### config.mk
export PLATFORM = sky130hd
export DESIGN_NAME = ppcf_cell
export DESIGN_NICKNAME = d
export VERILOG_FILES = /design/src/hdl/ppcf_pkg.sv /design/src/hdl/ppcf_cell.sv
export SDC_FILE = /design/constraint.sdc
export NUM_CORES = 2
export LEC_CHECK = 0
export BUFFER_PORTS_ARGS = -buffer_cell sky130_fd_sc_hd__buf_2
export CORE_UTILIZATION = 45
export CTS_CLUSTER_SIZE = 25
export DETAILED_ROUTE_END_ITERATION = 16
export SLEW_MARGIN = 10
export SYNTH_ARGS = -nofsm -noshare
export SYNTH_HDL_FRONTEND = slang
export SYNTH_SLANG_ARGS = --single-unit
### constraint.sdc
create_clock -name aclk -period 18.4 [get_ports aclk]
set_clock_uncertainty 0.1 [all_clocks]
set_input_delay 3.68 -clock aclk [delete_from_list [all_inputs] [get_ports aclk]]
set_output_delay 3.68 -clock aclk [all_outputs]
set_load 0.1 [all_outputs]
### src/hdl/ppcf_pkg.sv
// Shared types and constants for the polygon point cull filter.
package ppcf_pkg;

    localparam int COORD_W = 24;
    localparam int DIFF_W  = COORD_W + 1;
    localparam int PROD_W  = 2 * DIFF_W;
    localparam int CROSS_W = PROD_W + 1;
    localparam int IDX_W   = 4;
    localparam int CNT_W   = 5;
    localparam int BITS_W  = 32;

    localparam int MAX_VERTICES_DEF = 16;
    localparam int MIN_VERTICES     = 3;

    localparam logic [CNT_W-1:0] VERTEX_COUNT_RESET = CNT_W'(MIN_VERTICES);

    localparam logic CMD_WRITE = 1'b0;
    localparam logic CMD_POINT = 1'b1;

    localparam logic STATUS_KEPT       = 1'b0;
    localparam logic STATUS_NOT_LOADED = 1'b1;

    // One word travelling down the row of edge cells.
    typedef struct packed {
        logic                      vld;
        logic                      cmd;
        logic [IDX_W-1:0]          idx;
        logic signed [COORD_W-1:0] x;
        logic signed [COORD_W-1:0] y;
        logic [BITS_W-1:0]         z;
        logic [BITS_W-1:0]         inten;
        logic                      loaded;
        logic                      parity;
        logic                      onb;
    } item_t;

endpackage

### src/hdl/ppcf_cell.sv
// One edge cell: holds one polygon edge and tests each passing point against it.
module ppcf_cell #(
    parameter int K = 0
) (
    input  logic                         aclk,
    input  logic                         aresetn,
    input  logic                         adv,
    input  logic [ppcf_pkg::CNT_W-1:0]   n_used,
    input  ppcf_pkg::item_t              in_item,
    output ppcf_pkg::item_t              out_item
);

    localparam int CW = ppcf_pkg::COORD_W;
    localparam int DW = ppcf_pkg::DIFF_W;
    localparam int PW = ppcf_pkg::PROD_W;
    localparam int XW = ppcf_pkg::CROSS_W;

    // Stored vertices: own slot, next slot and slot zero (closing edge).
    logic signed [CW-1:0] ax_reg, ay_reg, nx_x_reg, nx_y_reg, zx_reg, zy_reg;

    logic signed [CW-1:0] bx_c, by_c;
    logic                 act_c, inbox_c, cross_c, up_c, wr_c;

    // Stage 1
    ppcf_pkg::item_t      s1_item_reg;
    logic                 s1_act_reg, s1_inbox_reg, s1_cross_reg, s1_up_reg;
    logic signed [DW-1:0] dxe_reg, dye_reg, dxp_reg, dyp_reg;

    // Stage 2
    ppcf_pkg::item_t      s2_item_reg;
    logic                 s2_act_reg, s2_inbox_reg, s2_cross_reg, s2_up_reg;
    logic signed [PW-1:0] p1_reg, p2_reg;

    // Stage 3
    logic signed [XW-1:0] cr_c;
    ppcf_pkg::item_t      out_next;
    ppcf_pkg::item_t      out_item_reg;

    assign wr_c  = adv && in_item.vld && (in_item.cmd == ppcf_pkg::CMD_WRITE);
    assign act_c = (K < int'(n_used));

    always_comb begin
        if (K + 1 == int'(n_used)) begin
            bx_c = zx_reg;
            by_c = zy_reg;
        end else begin
            bx_c = nx_x_reg;
            by_c = nx_y_reg;
        end
        inbox_c = ((in_item.x >= ax_reg && in_item.x <= bx_c) ||
                   (in_item.x >= bx_c && in_item.x <= ax_reg)) &&
                  ((in_item.y >= ay_reg && in_item.y <= by_c) ||
                   (in_item.y >= by_c && in_item.y <= ay_reg));
        cross_c = (ay_reg > in_item.y) != (by_c > in_item.y);
        up_c    = by_c > ay_reg;
    end

    // Vertex store, updated as a write word enters the cell.
    always_ff @(posedge aclk) begin
        if (wr_c) begin
            if (int'(in_item.idx) == K) begin
                ax_reg <= in_item.x;
                ay_reg <= in_item.y;
            end
            if (int'(in_item.idx) == K + 1) begin
                nx_x_reg <= in_item.x;
                nx_y_reg <= in_item.y;
            end
            if (in_item.idx == '0) begin
                zx_reg <= in_item.x;
                zy_reg <= in_item.y;
            end
        end
    end

    always_ff @(posedge aclk) begin
        if (!aresetn) begin
            s1_item_reg.vld <= 1'b0;
        end else if (adv) begin
            s1_item_reg  <= in_item;
            s1_act_reg   <= act_c;
            s1_inbox_reg <= inbox_c;
            s1_cross_reg <= cross_c;
            s1_up_reg    <= up_c;
            dxe_reg      <= DW'(bx_c) - DW'(ax_reg);
            dye_reg      <= DW'(by_c) - DW'(ay_reg);
            dxp_reg      <= DW'(in_item.x) - DW'(ax_reg);
            dyp_reg      <= DW'(in_item.y) - DW'(ay_reg);
        end
    end

    always_ff @(posedge aclk) begin
        if (!aresetn) begin
            s2_item_reg.vld <= 1'b0;
        end else if (adv) begin
            s2_item_reg  <= s1_item_reg;
            s2_act_reg   <= s1_act_reg;
            s2_inbox_reg <= s1_inbox_reg;
            s2_cross_reg <= s1_cross_reg;
            s2_up_reg    <= s1_up_reg;
            p1_reg       <= PW'(dxe_reg * dyp_reg);
            p2_reg       <= PW'(dye_reg * dxp_reg);
        end
    end

    assign cr_c = XW'(p1_reg) - XW'(p2_reg);

    always_comb begin
        out_next = s2_item_reg;
        if (s2_act_reg && s2_item_reg.cmd == ppcf_pkg::CMD_POINT) begin
            if (cr_c == '0 && s2_inbox_reg) begin
                out_next.onb = 1'b1;
            end
            if (s2_cross_reg && (s2_up_reg ? (cr_c > 0) : (cr_c < 0))) begin
                out_next.parity = !s2_item_reg.parity;
            end
        end
    end

    always_ff @(posedge aclk) begin
        if (!aresetn) begin
            out_item_reg.vld <= 1'b0;
        end else if (adv) begin
            out_item_reg <= out_next;
        end
    end

    assign out_item = out_item_reg;

endmodule
[After elaboration in Yosys (flattened, before gate mapping)]
Cells that the tools add are included.
Word-level totals
  latch bits: 0
  memories kept: 0
  output and inout port bits: 121
  ROM bits: 0
  word-level logic and storage cells: 101
  memory bits (writable): 0
  bits in registers: 715
  bits of input ports: 129
Cells by class
  shift-type cells: 0
  bitwise logic cells: 1
  multipliers: 2
  eq/ne operators: 3
  multiplexer cells: 6
  magnitude comparators: 14
  add/subtract/negate cells: 5
  div/mod/pow operators: 0
  reduce and logical (&&, ||, !) cells: 20
Operators with widths (number)
  $mul A25 B25 Y50: 2
  $sub A24 B24 Y25: 4
  $ge A24 B24 Y1: 4
  $le A24 B24 Y1: 4
  $gt A24 B24 Y1: 3
  $gt A51 B1 Y1 const B: 1
  $logic_not A51 Y1: 1
  $lt A51 B1 Y1 const B: 1
  $sub A50 B50 Y51: 1
  $mux W24: 2
  $logic_and A1 B1 Y1: 10
  $logic_not A4 Y1: 2
  $reduce_and A2 Y1: 4
  $eq A2 B5 Y1 const A: 1
  $lt A1 B5 Y1 const A: 1
  $eq A4 B2 Y1 const B: 1
  $mux W1: 3
  $logic_or A1 B1 Y1: 2
  $mux W2: 1
  $logic_not A1 Y1: 1
  $ne A1 B1 Y1: 1
  $not A1 Y1: 1

[Longest topological paths before layout]
  depth in word-level cells: 6
  mapped depth: 29
  mapped depth without buffers: 27

[Least setup slack after synthesis]
No wires, ideal clock.
  kind: input to register
  start: input port adv
  end: register dxe_reg[0], enable pin
  required time: 17295 ps
  setup slack: 624 ps
  library setup time: 1005 ps
  stages: 2
  arrival time: 16671 ps
  cell sequence: clkbuf_1 > and2_1
Between the ends
  longest elaborated chain between the ends: 1
RTL lines
  from (decl): RTL line ppcf_cell.sv:7  | input logic adv,
  $reduce_and A2 Y1 (no line)
  to (signal assigned): RTL line ppcf_cell.sv:85  | dxe_reg <= DW'(bx_c) - DW'(ax_reg);
  to (decl): RTL line ppcf_cell.sv:27  | logic signed [DW-1:0] dxe_reg, dye_reg, dxp_reg, dyp_reg;
Every way passes these cells.
A chain may end at the register's enable or synchronous reset.

[Worst setup path after layout]
  start: register dyp_reg[11]
  end: register p1_reg[47], data pin
Between the ends
  longest elaborated chain between the ends: 1
RTL lines
  from (decl): RTL line ppcf_cell.sv:27
  from (signal assigned): RTL line ppcf_cell.sv:88  | dyp_reg <= DW'(in_item.y) - DW'(ay_reg);
  $mul A25 B25 Y50: RTL line ppcf_cell.sv:101  | p1_reg <= PW'(dxe_reg * dyp_reg);
  to (signal assigned): RTL line ppcf_cell.sv:101
  to (decl): RTL line ppcf_cell.sv:32  | logic signed [PW-1:0] p1_reg, p2_reg;
Every way passes these cells.

==> qor.yml <==
status:
  status: "complete, no violations"
clock_network:
  cts_setup_buffers: 0
  cts_root_buf: "clkbuf_16"
  cts_resized: 0
  cts_tree: "done"
  htree_levels: 3
  path_clk_slew_ns: 0.06
  cts_max_path_buffers: 3
  insertion_delay_ns: 0.69
  cts_hold_buf: 0
  cts_made_buffers: 77
  numClockSinks: 667
grt:
  antenna_found_initial: 19
  grt_pass1_wl_um: 313000
  grt_util_all_layers_pct: 24.05
  first_global_vias: 54088
  globalRouteOverflowTotal: 0
  grt_max_degree: 147
setup_path:
  worstPathRequired_ns: 18.70
  path_max_fanout: 25
  start_kind: "flop"
  r2r_cells: 25
  critPathKind: "flop to flop"
  worstPathArrival_ns: 9.03
  critPathCaptureType: "flop"
cells_and_area:
  drive_gt1_share_pct: 6.798
  syn2layout_area_growth_pct: 8.360
  fill_cells: 15402
  nets: 9252
synthesis:
  synthTopCellsByArea: "fa_1, edfxtp_1, ha_1"
  yosys_most_used_dff: "edfxtp_1"
  synth_compound_area_share_pct: 6.512
  yosysWarnings: 0
  yosys.area.top_type_share_pct: 34.88
  synth_mux_area_share_pct: 0.2197
  ys_types: 91
  syn_area_per_cell_um2: 10.57
  mappedNetlistNets: 9096
  synth_xor_area_share_pct: 2.276
  synth-edff-count: 664
  async_flop_share_pct: 0
  yosys.area.top_type: "fa_1"
  netlist_area_mm2: 0.07576
  synth_top_family_by_area: "adder cells"
  postSynthCellCount: 7168
  synth-simple-area-share_pct: 13.09
  ys_seq_area_share_pct: 26.40
  ys_ff_latch: 667
  synthAdderAreaFrac_pct: 42.79
placed_design:
  dpl.hpwl_um: 156500
  portBuffers: 249
  gp_congestion: 0.9339
drt:
  drt_iter0_drc: 3305
  detail_route.wl_per_cell_um: 20.62
  drc_errors: 0
  drt_wl_total_um: 197800
  firstDrtPassIters: 5
  via_per_inst: 5.269
  route.vias.total: 50545
  drtAntennaViolNets: 0
sta:
  rsz0062_at_grt: "no"
  finalSetupTns_ns: 0
  period_minus_slack_ns: 8.725
  finalSetupViolCount: 0
  max_slew_margin_pct: 19.17
  max_slew.worst_pin.slew_ns: 1.212
  max_freq_ghz: 0.1146
  timing_hold_violations_final: 0
  drv_slew: 0
  min_period_over_period_pct: 47.42
floorplanning:
  initial_core_util_pct: 45.30
  dieWidth_um: 412.3
  rows: 150
  core_area_mm2: 0.1672
  die_h_um: 412.3
  pin_count: 250
  fp.dieArea_mm2: 0.1700
run:
  cap_violations: 0
hold_path:
  hold_path_class: "flop to flop"
  hold_path_depth: 0
## per-layer routing
metal	vias up	wire length [µm]	track usage, %
met5	-	48	0
met1	26041	85220	32.41
met2	1403	94240	39.87
met3	257	12960	4.421
met4	8	5346	6.405
li1	22836	-	-
## area by class of cell
type / instances / area, µm² / area share (%)
inverters: 1481 / 5559 / 6.772
repair buffers: 343 / 1964 / 2.393
well taps: 2204 / 2758 / 3.359
clock inverters: 47 / 613.1 / 0.7468
multi-input cells: 4754 / 49180 / 59.91
diodes: 4 / 10.01 / 0.01219
clock buffers: 92 / 2003 / 2.440
flip-flops and latches: 667 / 20000 / 24.36
## metrics by stage
| stage | setup slack (ns) | hold WS (ns) | instances | cell area (µm²) | utilization [%] |
|---|---|---|---|---|---|
| detailed placement | 9.538 | 0.3045 | 9449 | 79460 | 47.52 |
| finish | 9.675 | 0.2920 | 9592 | 82090 | 49.09 |
| floorplan | 0.6244 | 0.3003 | 7168 | 75760 | - |
| global route | 9.236 | 0.2888 | 9590 | 82090 | 49.09 |
| global placement | 9.615 | 0.3001 | 9449 | 79460 | 47.52 |
| CTS | 9.613 | 0.2824 | 9588 | 82080 | 49.08 |
## final timing paths
check | start | end | slack, ns
hold / removal | out_next[118]$_DFFE_PP_ | out_item[118]$_DFFE_PP_ | 0.29
setup reg to reg | dyp_reg[11]$_DFFE_PP_ | p1_reg[47]$_DFFE_PP_ | 9.67
hold reg to reg | out_next[118]$_DFFE_PP_ | out_item[118]$_DFFE_PP_ | 0.29
setup / recovery | dyp_reg[11]$_DFFE_PP_ | p1_reg[47]$_DFFE_PP_ | 9.67
## cell usage in the layout, fill, tap and decap left out, types with 110 or more instances in the layout
cell	instances
inv_1	1480
fa_1	1320
nand2_1	754
edfxtp_1	664
and2_1	622
ha_1	479
buf_2	249
a21oi_1	223
nor2_1	210
xnor2_1	149
o21ai_0	128
a21o_1	110
## worst max-delay path, stage by stage, from the launching register on
cell and delay (ns):
edfxtp_1 1.15, nand2_1 0.18, fa_1 0.54, fa_1 0.55, inv_1 0.05, fa_1 0.50, inv_1 0.05, fa_1 0.54
inv_1 0.06, fa_1 0.39, fa_1 0.53, inv_1 0.06, fa_1 0.47, inv_1 0.04, ha_1 0.36, and4_1 0.28
a21o_1 0.17, a221oi_1 0.40, o21ai_0 0.15, a21oi_1 0.60, o21ai_0 0.25, o31a_1 0.31, nand4_1 0.12, a31oi_1 0.14
o41ai_1 0.32, xnor2_1 0.12
## logic make-up (layout without fill, tap and decap cells)
group / count (synthesis) / in the layout
compound gates: 761 / 761
mux: 16 / 16
buf+inv: 1747 / 1963
simple gates: 1982 / 1982
xor+xnor: 196 / 196
fa+ha+maj: 1799 / 1799
flops: 667 / 667
other cells: 0 / 4
## synthesized netlist by cell type, types with 110 or more instances
cell type / n
a21o_1: 110
a21oi_1: 223
and2_1: 623
clkbuf_1: 244
edfxtp_1: 664
fa_1: 1320
ha_1: 479
inv_1: 1480
nand2_1: 755
nor2_1: 212
o21ai_0: 128
xnor2_1: 149
Power is left out: the tool's default activity adds up to more than one toggle a clock period on the data nets, which glitch-free logic cannot reach.
